--- config.mk ---
export PLATFORM = sky130hd
export DESIGN_NAME = regex_nfa_matcher_unit_flat
export DESIGN_NICKNAME = d
export VERILOG_FILES = /design/src/sv/rnm_pkg.sv /design/src/sv/rnm_if.sv /design/src/sv/rnm_front.sv /design/src/sv/rnm_queue.sv /design/src/sv/rnm_back.sv /design/src/sv/regex_nfa_matcher_unit.sv /design/src/flat_wrapper.sv
export SDC_FILE = /design/constraint.sdc
export NUM_CORES = 1
export LEC_CHECK = 0
export BUFFER_PORTS_ARGS = -buffer_cell sky130_fd_sc_hd__clkbuf_2
export CORE_UTILIZATION = 50
export DETAILED_ROUTE_END_ITERATION = 10
export GPL_TIMING_DRIVEN = 0
export PLACE_DENSITY_LB_ADDON = 0.2
export SLEW_MARGIN = 20
export SYNTH_ARGS = -nofsm -noshare
export SYNTH_HDL_FRONTEND = slang
export SYNTH_SLANG_ARGS = --single-unit
--- constraint.sdc ---
create_clock -name clk_i -period 2.31 [get_ports clk_i]
set_input_delay 0.1155 -clock clk_i [delete_from_list [all_inputs] [get_ports clk_i]]
set_output_delay 0.1155 -clock clk_i [all_outputs]
set_load 0.05 [all_outputs]
--- src/sv/rnm_pkg.sv ---
// Shared types, constants and NFA helper functions for the regex NFA matcher.
package rnm_pkg;

  localparam int unsigned MaxTokens  = 16;
  localparam int unsigned StateW     = MaxTokens + 1;
  localparam int unsigned CountW     = 5;
  localparam int unsigned CfgIdxW    = 2;
  localparam int unsigned CfgDataW   = 64;
  localparam int unsigned QueueDepth = 2;

  localparam logic [7:0] WildcardByte = 8'd46;

  localparam logic ModeStart = 1'b0;
  localparam logic ModeByte  = 1'b1;

  typedef enum logic [CfgIdxW-1:0] {
    CFG_TOK_LOW   = 2'd0,
    CFG_TOK_HIGH  = 2'd1,
    CFG_STAR_MASK = 2'd2,
    CFG_TOK_COUNT = 2'd3
  } cfg_idx_e;

  typedef struct packed {
    logic [2*CfgDataW-1:0] token_bytes;
    logic [MaxTokens-1:0]  star_mask;
    logic [CountW-1:0]     tok_count;  // saturated to MaxTokens
  } rnm_cfg_t;

  typedef struct packed {
    logic                 mode;
    logic [MaxTokens-1:0] hit;
  } rnm_item_t;

  // bits 0..n set
  function automatic logic [StateW-1:0] valid_mask(input logic [CountW-1:0] n);
    logic [StateW-1:0] m;
    for (int k = 0; k < StateW; k++) begin
      m[k] = (CountW'(k) <= n);
    end
    return m;
  endfunction

  // starred active states also enable the next state, rippling upward
  function automatic logic [StateW-1:0] eps_closure(input logic [StateW-1:0] s,
                                                    input logic [MaxTokens-1:0] star,
                                                    input logic [CountW-1:0] n);
    logic [StateW-1:0] r;
    r = s;
    for (int k = 0; k < MaxTokens; k++) begin
      if (r[k] && star[k] && (CountW'(k) < n)) begin
        r[k+1] = 1'b1;
      end
    end
    return r & valid_mask(n);
  endfunction

endpackage

--- src/sv/rnm_if.sv ---
// Valid/ready channel interfaces for input bytes and match results.
interface rnm_in_if;
  logic       valid;
  logic       ready;
  logic       mode;
  logic [7:0] symbol;

  modport source (output valid, output mode, output symbol, input ready);
  modport sink   (input valid, input mode, input symbol, output ready);
endinterface

interface rnm_out_if;
  logic valid;
  logic ready;
  logic matched;
  logic alive;

  modport source (output valid, output matched, output alive, input ready);
  modport sink   (input valid, input matched, input alive, output ready);
endinterface

--- src/sv/rnm_front.sv ---
// Front end: accepts input beats and classifies the symbol against every token.
module rnm_front (
  input  logic [2*rnm_pkg::CfgDataW-1:0] token_bytes_i,
  rnm_in_if.sink                         in_ch,
  output logic                           push_valid_o,
  output rnm_pkg::rnm_item_t             push_item_o,
  input  logic                           push_ready_i
);

  logic [rnm_pkg::MaxTokens-1:0] hit;

  always_comb begin
    for (int k = 0; k < rnm_pkg::MaxTokens; k++) begin
      hit[k] = (token_bytes_i[8*k +: 8] == rnm_pkg::WildcardByte) ||
               (token_bytes_i[8*k +: 8] == in_ch.symbol);
    end
  end

  assign in_ch.ready       = push_ready_i;
  assign push_valid_o      = in_ch.valid;
  assign push_item_o.mode  = in_ch.mode;
  assign push_item_o.hit   = hit;

endmodule

--- src/sv/rnm_queue.sv ---
// Short FIFO between the classifying front end and the NFA back end.
module rnm_queue (
  input  logic               clk_i,
  input  logic               rst_ni,
  input  logic               push_valid_i,
  output logic               push_ready_o,
  input  rnm_pkg::rnm_item_t push_item_i,
  output logic               pop_valid_o,
  input  logic               pop_ready_i,
  output rnm_pkg::rnm_item_t pop_item_o
);

  localparam int unsigned PtrW = (rnm_pkg::QueueDepth > 1) ? $clog2(rnm_pkg::QueueDepth) : 1;
  localparam int unsigned CntW = $clog2(rnm_pkg::QueueDepth + 1);
  localparam logic [PtrW-1:0] LastPtr = PtrW'(rnm_pkg::QueueDepth - 1);

  rnm_pkg::rnm_item_t mem_q [rnm_pkg::QueueDepth];
  logic [PtrW-1:0] wr_ptr_q, wr_ptr_d;
  logic [PtrW-1:0] rd_ptr_q, rd_ptr_d;
  logic [CntW-1:0] cnt_q, cnt_d;
  logic push, pop;

  assign push_ready_o = (cnt_q != CntW'(rnm_pkg::QueueDepth));
  assign pop_valid_o  = (cnt_q != '0);
  assign pop_item_o   = mem_q[rd_ptr_q];
  assign push         = push_valid_i && push_ready_o;
  assign pop          = pop_valid_o && pop_ready_i;

  always_comb begin
    wr_ptr_d = wr_ptr_q;
    rd_ptr_d = rd_ptr_q;
    cnt_d    = cnt_q;
    if (push) begin
      wr_ptr_d = (wr_ptr_q == LastPtr) ? '0 : wr_ptr_q + PtrW'(1);
    end
    if (pop) begin
      rd_ptr_d = (rd_ptr_q == LastPtr) ? '0 : rd_ptr_q + PtrW'(1);
    end
    if (push && !pop) begin
      cnt_d = cnt_q + CntW'(1);
    end else if (pop && !push) begin
      cnt_d = cnt_q - CntW'(1);
    end
  end

  always_ff @(posedge clk_i or negedge rst_ni) begin
    if (!rst_ni) begin
      wr_ptr_q <= '0;
      rd_ptr_q <= '0;
      cnt_q    <= '0;
    end else begin
      wr_ptr_q <= wr_ptr_d;
      rd_ptr_q <= rd_ptr_d;
      cnt_q    <= cnt_d;
    end
  end

  always_ff @(posedge clk_i) begin
    if (push) begin
      mem_q[wr_ptr_q] <= push_item_i;
    end
  end

endmodule

--- src/sv/rnm_back.sv ---
// Back end: NFA active-set update, epsilon closure and the result register.
module rnm_back (
  input  logic                            clk_i,
  input  logic                            rst_ni,
  input  logic                            pop_valid_i,
  output logic                            pop_ready_o,
  input  rnm_pkg::rnm_item_t              pop_item_i,
  input  logic [rnm_pkg::MaxTokens-1:0]   star_mask_i,
  input  logic [rnm_pkg::CountW-1:0]      tok_count_i,
  rnm_out_if.source                       out_ch
);

  logic [rnm_pkg::StateW-1:0] state_q;
  logic [rnm_pkg::StateW-1:0] cur, step, seed, state_d;
  logic out_valid_q, matched_q, alive_q;
  logic pop;

  assign pop_ready_o = !out_valid_q || out_ch.ready;
  assign pop         = pop_valid_i && pop_ready_o;

  always_comb begin
    cur  = state_q & rnm_pkg::valid_mask(tok_count_i);
    step = '0;
    for (int k = 0; k < rnm_pkg::MaxTokens; k++) begin
      if (cur[k] && pop_item_i.hit[k] && (rnm_pkg::CountW'(k) < tok_count_i)) begin
        step[k+1] = 1'b1;
        if (star_mask_i[k]) begin
          step[k] = 1'b1;
        end
      end
    end
    seed    = (pop_item_i.mode == rnm_pkg::ModeStart) ? rnm_pkg::StateW'(1) : step;
    state_d = rnm_pkg::eps_closure(seed, star_mask_i, tok_count_i);
  end

  always_ff @(posedge clk_i or negedge rst_ni) begin
    if (!rst_ni) begin
      state_q     <= '0;
      out_valid_q <= 1'b0;
    end else begin
      if (pop) begin
        state_q <= state_d;
      end
      if (pop) begin
        out_valid_q <= 1'b1;
      end else if (out_ch.ready) begin
        out_valid_q <= 1'b0;
      end
    end
  end

  always_ff @(posedge clk_i) begin
    if (pop) begin
      matched_q <= state_d[tok_count_i];
      alive_q   <= |state_d;
    end
  end

  assign out_ch.valid   = out_valid_q;
  assign out_ch.matched = matched_q;
  assign out_ch.alive   = alive_q;

`ifndef SYNTHESIS
  a_pop_gives_result: assert property (@(posedge clk_i) disable iff (!rst_ni)
    pop |=> out_valid_q) else $error("popped beat produced no result");

  a_start_sets_state0: assert property (@(posedge clk_i) disable iff (!rst_ni)
    (pop && pop_item_i.mode == rnm_pkg::ModeStart) |=> state_q[0])
    else $error("start beat did not activate state 0");

  a_alive_tracks_state: assert property (@(posedge clk_i) disable iff (!rst_ni)
    pop |=> (alive_q == (|state_q))) else $error("alive disagrees with active set");

  a_state_holds: assert property (@(posedge clk_i) disable iff (!rst_ni)
    !pop |=> $stable(state_q)) else $error("active set changed without a beat");
`endif

endmodule

--- src/sv/regex_nfa_matcher_unit.sv ---
// Top level of the regex NFA matcher: config registers, front end, queue, back end.
// Path: an accepted beat is registered in the queue, then its result in the back-end result register.
// Throughput: one beat per cycle while the receiver is ready; the NFA state update and closure ripple over 16 bits.
// The two-entry queue and the result register let either side stall on its own.
// Reset clears the active state set, the queue and all configuration registers.
module regex_nfa_matcher_unit (
  input  logic                          clk_i,
  input  logic                          rst_ni,
  input  logic                          cfg_we_i,
  input  logic [rnm_pkg::CfgIdxW-1:0]   cfg_idx_i,
  input  logic [rnm_pkg::CfgDataW-1:0]  cfg_wdata_i,
  rnm_in_if.sink                        in_ch,
  rnm_out_if.source                     out_ch
);

  logic [rnm_pkg::CfgDataW-1:0]  tok_low_q;
  logic [rnm_pkg::CfgDataW-1:0]  tok_high_q;
  logic [rnm_pkg::MaxTokens-1:0] star_mask_q;
  logic [rnm_pkg::CountW-1:0]    tok_count_q;
  rnm_pkg::rnm_cfg_t             cfg;

  logic               push_valid, push_ready, pop_valid, pop_ready;
  rnm_pkg::rnm_item_t push_item, pop_item;

  always_ff @(posedge clk_i or negedge rst_ni) begin
    if (!rst_ni) begin
      tok_low_q   <= '0;
      tok_high_q  <= '0;
      star_mask_q <= '0;
      tok_count_q <= '0;
    end else if (cfg_we_i) begin
      case (rnm_pkg::cfg_idx_e'(cfg_idx_i))
        rnm_pkg::CFG_TOK_LOW:   tok_low_q   <= cfg_wdata_i;
        rnm_pkg::CFG_TOK_HIGH:  tok_high_q  <= cfg_wdata_i;
        rnm_pkg::CFG_STAR_MASK: star_mask_q <= cfg_wdata_i[rnm_pkg::MaxTokens-1:0];
        rnm_pkg::CFG_TOK_COUNT: tok_count_q <= cfg_wdata_i[rnm_pkg::CountW-1:0];
        default: ;
      endcase
    end
  end

  assign cfg.token_bytes = {tok_high_q, tok_low_q};
  assign cfg.star_mask   = star_mask_q;
  assign cfg.tok_count   = (tok_count_q > rnm_pkg::CountW'(rnm_pkg::MaxTokens)) ?
                           rnm_pkg::CountW'(rnm_pkg::MaxTokens) : tok_count_q;

  rnm_front u_front (
    .token_bytes_i (cfg.token_bytes),
    .in_ch         (in_ch),
    .push_valid_o  (push_valid),
    .push_item_o   (push_item),
    .push_ready_i  (push_ready)
  );

  rnm_queue u_queue (
    .clk_i        (clk_i),
    .rst_ni       (rst_ni),
    .push_valid_i (push_valid),
    .push_ready_o (push_ready),
    .push_item_i  (push_item),
    .pop_valid_o  (pop_valid),
    .pop_ready_i  (pop_ready),
    .pop_item_o   (pop_item)
  );

  rnm_back u_back (
    .clk_i       (clk_i),
    .rst_ni      (rst_ni),
    .pop_valid_i (pop_valid),
    .pop_ready_o (pop_ready),
    .pop_item_i  (pop_item),
    .star_mask_i (cfg.star_mask),
    .tok_count_i (cfg.tok_count),
    .out_ch      (out_ch)
  );

endmodule

--- src/flat_wrapper.sv ---
// flat-port wrapper written by rule: the top's interface ports become plain ports
module regex_nfa_matcher_unit_flat 
  (clk_i, rst_ni, cfg_we_i, cfg_idx_i, cfg_wdata_i, in_ch_valid, in_ch_mode, in_ch_symbol, in_ch_ready, out_ch_valid, out_ch_matched, out_ch_alive, out_ch_ready);
  rnm_in_if in_ch_i ();
  rnm_out_if out_ch_i ();
  input  logic clk_i;
  input  logic rst_ni;
  input  logic cfg_we_i;
  input  logic [rnm_pkg::CfgIdxW-1:0] cfg_idx_i;
  input  logic [rnm_pkg::CfgDataW-1:0] cfg_wdata_i;
  input wire logic [$bits(in_ch_i.valid)-1:0] in_ch_valid;
  input wire logic [$bits(in_ch_i.mode)-1:0] in_ch_mode;
  input wire logic [$bits(in_ch_i.symbol)-1:0] in_ch_symbol;
  output wire logic [$bits(in_ch_i.ready)-1:0] in_ch_ready;
  output wire logic [$bits(out_ch_i.valid)-1:0] out_ch_valid;
  output wire logic [$bits(out_ch_i.matched)-1:0] out_ch_matched;
  output wire logic [$bits(out_ch_i.alive)-1:0] out_ch_alive;
  input wire logic [$bits(out_ch_i.ready)-1:0] out_ch_ready;
  assign in_ch_i.valid = in_ch_valid;
  assign in_ch_i.mode = in_ch_mode;
  assign in_ch_i.symbol = in_ch_symbol;
  assign in_ch_ready = in_ch_i.ready;
  assign out_ch_valid = out_ch_i.valid;
  assign out_ch_matched = out_ch_i.matched;
  assign out_ch_alive = out_ch_i.alive;
  assign out_ch_i.ready = out_ch_ready;
  regex_nfa_matcher_unit u_core (.clk_i(clk_i), .rst_ni(rst_ni), .cfg_we_i(cfg_we_i), .cfg_idx_i(cfg_idx_i), .cfg_wdata_i(cfg_wdata_i), .in_ch(in_ch_i), .out_ch(out_ch_i));
endmodule
==> results of run 1 <==
[cell usage after synthesis, types with 11 or more instances]
cell type,number,area share
sky130_fd_sc_hd__o21ai_0,28,0.013
sky130_fd_sc_hd__nor2_1,32,0.011
sky130_fd_sc_hd__dfrtp_1,170,0.40
sky130_fd_sc_hd__clkbuf_1,33,0.012
sky130_fd_sc_hd__a21oi_1,17,0.0080
sky130_fd_sc_hd__edfxtp_1,36,0.10
sky130_fd_sc_hd__nand4_1,55,0.032
sky130_fd_sc_hd__nor2b_1,19,0.011
sky130_fd_sc_hd__nand2_1,40,0.014
sky130_fd_sc_hd__nand3_1,12,0.0057
sky130_fd_sc_hd__nor4b_1,16,0.013
sky130_fd_sc_hd__mux2_2,157,0.17
sky130_fd_sc_hd__xnor2_1,130,0.11
sky130_fd_sc_hd__inv_1,11,0.0039
[metrics by stage]
step / setup TNS, ns / cells / total power [W]
finish: -1.31 / 1356 / 0.0131
CTS: -1.00 / 1348 / 0.0129
global placement: -361.77 / 1218 / 0.00858
floorplan: -0.0816 / 873 / 0.00770
detailed placement: -6.00 / 1221 / 0.00868
global route: -1.74 / 1356 / 0.0138
[timing repair]
action,CTS,global route
hold buffers,68,0
gates resized for setup,31,25
setup endpoints to repair,6,9
hold endpoints to repair,323,0
gates cloned,2,0
buffers inserted,16,9
pin swaps,12,22
[final cells by class]
cell class,instances,share of cell area
flip-flops and latches,206,0.401
multi-input cells,610,0.388
inverters,11,0.00338
well taps,270,0.0254
plain buffers,45,0.0200
clock inverters,14,0.0135
clock buffers,28,0.0469
repair buffers,172,0.102
[power groups by stage]
stage	Clock [W]	Combinational [W]	Sequential, W
6_report	0.00386	0.00397	0.00531
3_5_place_dp	0	0.00335	0.00533
3_3_place_gp	0	0.00327	0.00531
5_1_grt	0.00405	0.00430	0.00540
2_1_floorplan	0	0.00251	0.00518
4_1_cts	0.00391	0.00374	0.00529
[flip-flops by register name (all words and copies together), names as in the netlist, 2 cells and up]
name,count
u_core.tok_high_q,64
u_core.star_mask_q,16
u_core.u_back.state_q,16
u_core.tok_low_q,64
u_core.u_queue.mem_q,34
u_core.tok_count_q,5
u_core.u_queue.cnt_q,2
[routing by layer]
layer	vias to the layer above	GRT usage	wire (microns)
li1	3571	-	-
met1	3972	0.353	12500
met2	204	0.446	13600
met3	51	0.0343	1260
met4	0	0.0680	652
met5	-	0	0
[worst max-delay path by stage]
stage                                  from                           end  slack [ns]  cells after the start
finish              u_core.u_queue.rd_ptr_q  u_core.u_back.out_ch.matched       -0.35                     10
global route        u_core.u_queue.rd_ptr_q  u_core.u_back.out_ch.matched       -0.40                     11
CTS                 u_core.u_queue.rd_ptr_q  u_core.u_back.out_ch.matched       -0.30                     11
detailed placement  u_core.u_queue.rd_ptr_q  u_core.u_back.out_ch.matched       -0.45                      9
global placement                     rst_ni          u_core.tok_low_q[16]       -2.11                      1
floorplan           u_core.u_queue.rd_ptr_q  u_core.u_back.out_ch.matched       -0.08                     10
[cell families after synthesis]
kind of cell / synth area share
AND/OR/NAND/NOR: 0.112
AO/OA/AOI/OAI: 0.0728
XOR/XNOR: 0.110
multiplexers: 0.172
flip-flops: 0.504
adder cells (fa/ha/maj): 0.00118
buffers and inverters: 0.0284
==> parameters.txt, run 1 <==
Parameter                              Value

Clocking
  Root cell of the clock tree    sky130_fd_sc_hd__clkbuf_16
  Maximum level of the CTS H-tree    1
  CTS tree    done
  Clock buffer count from CTS    23
  Clock net sink count    206
  Bufs on Longest Clock Path    3
  Clock edge transition at the registers on the reported setup and hold paths    0.07 ns
  Clock latency on the worst-skew pair    0.52 ns

Power
  IR Drop Worst-Case VDD    roughly 0.60 mV
  Switching power    0.00418 W
  Switching power as a share of total power    0.318
  Power share of the sequential group    0.404
  Leakage power summed over all cells    5.26 nW
  Internal Power    0.00897 W
  Relative contribution of the clock network to total power    0.294
  Part of the power in combinational logic    0.302
  Power density cells    988 nW/um^2

Place
  Setup slack after placement    -0.450 ns
  Total placed instance area    11,400 sq um
  Final estimated routing congestion in global placement    0.945
  DPL Wire Length    a little under 20,000 microns
  Port bufs    75

Layout
  Most common cell after layout, fill and taps aside    sky130_fd_sc_hd__dfrtp_1
  Register area    between 5000 and 6000 sq um
  N_diodes    0
  Count of filler cells inserted in the layout    1,594
  Fin area    13,300 sq um
  Post-layout utilization of the core    0.649
  Area taken by multi-input logic gates    just over 5000 sq um
  Most frequent cells in the layout    sky130_fd_sc_hd__dfrtp_1, sky130_fd_sc_hd__mux2_2, sky130_fd_sc_hd__xnor2_1, sky130_fd_sc_hd__clkbuf_2, sky130_fd_sc_hd__dlygate4sd3_1
  Layout overhead on the synthesized area    25.7%
  Nets    1,150
  Fraction of final layout cells with drive strength greater than 1    0.341

Synthesis
  Primary FF master, synth    sky130_fd_sc_hd__dfrtp_1
  Distinct cells, synth    79
  Part of the Yosys area used for sequential elements    0.504
  Mapped Nets    ~950
  Gate count of the mapped netlist    873
  Count of flip-flops with a built-in enable after synthesis    36
  Yosys warnings    0
  Netlist Area Pre-Place    10,600 sq um
  Avg Cell Area, Syn    12.1 sq um
  Async set or reset register ratio after synthesis    0.825
  Synth Register Bits    206

Timing
  Setup repair after global routing missed its margin    true
  Portion of the clock cycle consumed by the worst path in the final layout    1.15
  Final number of setup-violating endpoints    5
  Post-Route Skew    0.0325 ns
  Setup ws final    -0.353 ns
  Achievable clock frequency    375 MHz
  Worst hold slack across all endpoints    between 0.06 and 0.07 ns
  Shortest period the worst path allows    2.66 ns
  Number of slew-limit violations in the final report    0
  Endpoints failing hold    0
  Worst slew margin    0.278
  Transition time at the pin with the least slew margin    around 1.1 ns

Worst setup path
  FF-to-FF setup slack    -0.35 ns
  Highest fanout seen on the critical path    6
  Path type of the worst setup path    reg -> reg
  Master of the slowest instance on the critical path    sky130_fd_sc_hd__dfrtp_2
  R2r endpoint    u_core.u_back.out_ch.matched
  R2r worst-path depth    10
  Worst Setup End Kind    register
  Reg2reg start    u_core.u_queue.rd_ptr_q
  Critical path required time    2.54 ns
  Crit path buf inv count    2
  Largest stage delay on the critical path    approximately 0.44 ns
  Top Family by Delay on Critical Path    compound AO/OA/AOI/OAI gates
  Kind of start point of the critical path    register
  Arrival time at the worst endpoint    2.90 ns
  Sequence of cells on the critical path    buf_6 -> buf_8 -> nand3b_1 -> a21boi_4 -> a22oi_2 -> nor3_2 -> a311o_1 -> a211o_1 -> o311ai_2 -> o211ai_1

Global routing
  Pin count of the biggest net entering global routing    79
  Global-route wire length before repair    about 44,000 microns
  Initial antenna violation count    0
  Vias in the first global route    8,026
  Overall routing resource usage    0.262
  Leftover overflow at the end of global routing    0

Status
  Result of the run    finished, violations left
  Failing checks    negative setup slack

Floorplanning
  Row count    52
  Starting density of the core    0.517
  Core ar.    20,500 sq um
  Count of pins on the block boundary    84
  Die H    148 microns
  Die outline width    148 microns
  Area of the die    21,800 sq um

Worst hold path
  Hold WC Path Type    in -> async

Detailed routing
  Average via count per standard cell    5.75
  Post-detailed-route wirelength per cell    20.7 microns
  Total wirelength of the detailed-routed design    28,100 microns
  Overall via count from detail_route    between 7,000 and 8,000
  DR iter-0 viols    a little over 500
  Post-route ant nets    0
  Final routed DRC violation total    0
  Number of detailed-route iterations in the first pass    5

Flow run
  Maxcap violations    0
Power figures use the tool's default switching activity.
==> run 2: changes to the inputs <==
--- a/config.mk
+++ b/config.mk
@@ -13,4 +13,5 @@
 export SLEW_MARGIN = 20
 export SYNTH_ARGS = -nofsm -noshare
 export SYNTH_HDL_FRONTEND = slang
+export SYNTH_HIERARCHICAL = 1
 export SYNTH_SLANG_ARGS = --single-unit
==> parameters.txt, run 2 <==
Parameter                              Value

Synthesis
  Gate count of the mapped netlist    849 (-2.7%)
  Most common cell in the netlist    sky130_fd_sc_hd__dfrtp_1
  Avg Cell Area, Syn    12.7 sq um (+5.1%)
  Primary FF master, synth    sky130_fd_sc_hd__dfrtp_1
  Mapped Nets    930 (-2.5%)
  Synth Register Bits    206 (unchanged)
  Count of flip-flops with a built-in enable after synthesis    36 (unchanged)
  Dominant cells by area after synthesis    sky130_fd_sc_hd__dfrtp_1, sky130_fd_sc_hd__mux2_2, sky130_fd_sc_hd__xnor2_1
  Yosys warnings    6 (+6)
  Part of the Yosys area used for sequential elements    0.493 (-0.0107)
  Top cell type's share of synthesized area    0.393 (-0.00850)
  Most frequent cells after synthesis    sky130_fd_sc_hd__dfrtp_1, sky130_fd_sc_hd__mux2_2, sky130_fd_sc_hd__xnor2_1, sky130_fd_sc_hd__nand4_1, sky130_fd_sc_hd__edfxtp_1
  Netlist Area Pre-Place    10,800 sq um (+2.2%)
  Async set or reset register ratio after synthesis    0.825 (unchanged)
  Distinct cells, synth    75 (-5.1%)
  Largest area contributor in the netlist    sky130_fd_sc_hd__dfrtp_1

Worst hold path
  Hold WC Path Type    in -> reg

Global routing
  Pin count of the biggest net entering global routing    91 (+15%)
  Vias in the first global route    7,571 (-5.7%)
  Global-route wire length before repair    41,700 microns (-5.7%)
  Initial antenna violation count    0 (unchanged)
  Overall routing resource usage    0.245 (-0.0168)
  Leftover overflow at the end of global routing    0 (unchanged)

Worst setup path
  Critical path required time    2.67 ns (+0.13 ns)
  Crit path top cell by count    sky130_fd_sc_hd__a211oi_4
  Worst Setup End Kind    register
  Sequence of cells on the critical path    buf_6 -> mux2_4 -> nand3b_1 -> o21a_1 -> a211oi_4 -> o21ai_4 -> a211oi_4 -> o31ai_4 -> o31a_1 -> o32a_1 -> o21ai_1
  Arrival time at the worst endpoint    3.29 ns (+0.39 ns)
  Master of the slowest instance on the critical path    sky130_fd_sc_hd__dfrtp_1
  Highest fanout seen on the critical path    9 (+3)
  Path type of the worst setup path    reg -> reg
  Largest stage delay on the critical path    0.38 ns (-0.06 ns)
  Kind of start point of the critical path    register

Clocking
  CTS tree    done
  Bufs on Longest Clock Path    3 (unchanged)
  Clock latency on the worst-skew pair    0.51 ns (about the same)
  Maximum level of the CTS H-tree    1 (unchanged)
  Root cell of the clock tree    sky130_fd_sc_hd__clkbuf_16
  Clock net sink count    206 (unchanged)
  Clock edge transition at the registers on the reported setup and hold paths    0.06 ns (about the same)
  Clock buffer count from CTS    22 (-4.3%)

Detailed routing
  Final routed DRC violation total    0 (unchanged)
  Average via count per standard cell    5.68 (-1.3%)
  Overall via count from detail_route    7,470 (-4.2%)
  Post-detailed-route wirelength per cell    20.0 microns (-3.4%)
  DR iter-0 viols    346 (-33%)
  Post-route ant nets    0 (unchanged)
  Total wirelength of the detailed-routed design    26,300 microns (-6.2%)
  Number of detailed-route iterations in the first pass    5 (unchanged)

Layout
  Register area    5340 sq um (about the same)
  Count of filler cells inserted in the layout    1,629 (+2.2%)
  Most frequent cells in the layout    sky130_fd_sc_hd__dfrtp_1, sky130_fd_sc_hd__mux2_2, sky130_fd_sc_hd__xnor2_1, sky130_fd_sc_hd__clkbuf_2, sky130_fd_sc_hd__dlygate4sd3_1
  Post-layout utilization of the core    0.626 (-0.0232)
  Fin area    13,200 sq um (-0.78%)
  Layout overhead on the synthesized area    22.1%
  Most common cell after layout, fill and taps aside    sky130_fd_sc_hd__dfrtp_1
  N_diodes    0 (unchanged)
  Largest registers    u_core/tok_high_q (64), u_core/tok_low_q (64), u_core/u_queue/mem_q (34)
  Nets    1,107 (-3.7%)
  Fraction of final layout cells with drive strength greater than 1    0.353 (+0.0118)
  Area taken by multi-input logic gates    5110 sq um (-0.82%)

Status
  Result of the run    finished, violations left
  Failing checks    negative setup slack

Timing
  Setup ws final    -0.619 ns (-0.266 ns)
  Transition time at the pin with the least slew margin    0.937 ns (-0.146 ns)
  Final number of setup-violating endpoints    10 (+5)
  Worst hold slack across all endpoints    0.158 ns (+0.0907 ns)
  Achievable clock frequency    341 MHz (-9.1%)
  Setup repair after global routing missed its margin    true
  Shortest period the worst path allows    2.93 ns (+0.266 ns)
  Post-Route Skew    0.0143 ns (-0.0182 ns)
  Worst slew margin    0.376 (+0.0974)
  Portion of the clock cycle consumed by the worst path in the final layout    1.27 (+0.115)
  Number of slew-limit violations in the final report    0 (unchanged)
  Endpoints failing hold    0 (unchanged)
  Total negative slack for setup checks    -3.86 ns (-2.54 ns)

Power
  IR Drop Worst-Case VDD    0.585 mV (-2.2%)
  Power density cells    910 nW/um^2 (-7.8%)
  Leakage power summed over all cells    5.21 nW (-0.92%)

Floorplanning
  Die outline width    149 microns (+1.1%)
  Core ar.    21,100 sq um (+2.9%)
  Row count    53 (+1.9%)
  Starting density of the core    0.513 (-0.00367)
  Die H    149 microns (+1.1%)
  Count of pins on the block boundary    84 (unchanged)
  Area of the die    22,200 sq um (+2.1%)

Place
  DPL Wire Length    18,000 microns (-6.3%)
  Final estimated routing congestion in global placement    0.955 (+1.1%)
  Port bufs    73 (-2.7%)
  Total placed instance area    11,600 sq um (+1.7%)

Flow run
  Maxcap violations    0 (unchanged)
[run 2: changes by cell type in the layout (fill, tap and decap cells not counted), sizes merged, moves of 12 or more]
cell,change
nand4,-18
mux2,+14
nor2b,-15
nand4b,+12
or4b,+15
nor2,-17
buf,+19
nor4b,-16
clkbuf,-29
[run 2: timing repair]
| action | CTS | global route |
|---|---|---|
| setup endpoints to repair | 10 | 13 |
| hold buffers | 68 | 0 |
| endpoints found under the hold margin | 233 | 0 |
| pin swaps | 3 | 3 |
| setup buffers | 5 | 5 |
| gates resized for setup | 24 | 10 |
[run 2: metrics by stage]
step,setup slack [ns],power [W],instances
floorplan,-0.316,0.00747,849
global placement,-2.10,0.00829,1197
detailed placement,-0.887,0.00839,1199
CTS,-0.558,0.0120,1311
global route,-0.722,0.0126,1316
finish,-0.619,0.0120,1316
[run 2: cells by family after synthesis]
group	after synthesis	synth area share
AOI/OAI and AO/OA	96	0.0631
DFF	206	0.493
buffers and inverters	58	0.0481
muxes	174	0.185
and+or+nand+nor	181	0.101
adders and majority gates	1	0.00116
xor gates and xnor gates	133	0.108
[run 2: layout make-up]
| cell class | count | share of cell area |
|---|---|---|
| flip-flops and latches | 206 | 0.404 |
| multi-input cells | 585 | 0.387 |
| repair buffers | 153 | 0.0894 |
| clock buffers | 31 | 0.0474 |
| plain buffers | 50 | 0.0378 |
| well taps | 275 | 0.0261 |
| clock inverters | 8 | 0.00559 |
| inverters | 8 | 0.00227 |
[run 2: worst paths after layout]
| kind | from | endpoint | slack [ns] | depth (start not counted) |
|---|---|---|---|---|
| hold reg to reg | u_core/u_back/state_q[10] | u_core/u_back/state_q[10] | 0.48 | 2 |
| hold / removal | cfg_idx_i[0] | u_core/tok_count_q[0] | 0.16 | 3 |
| setup / recovery | u_core/u_queue/rd_ptr_q | u_core/u_back/out_ch.matched | -0.62 | 11 |
| setup reg to reg | u_core/u_queue/rd_ptr_q | u_core/u_back/out_ch.matched | -0.62 | 11 |
| min in group asynchronous | rst_ni | u_core/tok_high_q[21] | 0.20 | 2 |
| max in group asynchronous | rst_ni | u_core/tok_high_q[58] | 1.24 | 3 |
[run 2: power breakdown]
group,internal [W],switching (W)
registers,0.00451,0.000598
logic,0.00175,0.00173
clock network,0.00200,0.00143
[run 2: worst max-delay path: cells and delay by family, from the launching register on]
kind | cells | cell delay (ns)
AOI/OAI and AO/OA | 8 | 1.68
buffers and inverters | 1 | 0.16
DFF | 1 | 0.38
muxes | 1 | 0.36
and+or+nand+nor | 1 | 0.19
[run 2: metal layers]
metal | global-route usage | vias up | wire length [microns] | share of wire
li1 | - | 3480 | - | -
met4 | 0.0607 | 0 | 568 | 0.022
met2 | 0.417 | 188 | 13000 | 0.49
met3 | 0.0306 | 44 | 1150 | 0.044
met1 | 0.333 | 3758 | 11600 | 0.44
met5 | 0 | - | 0 | 0
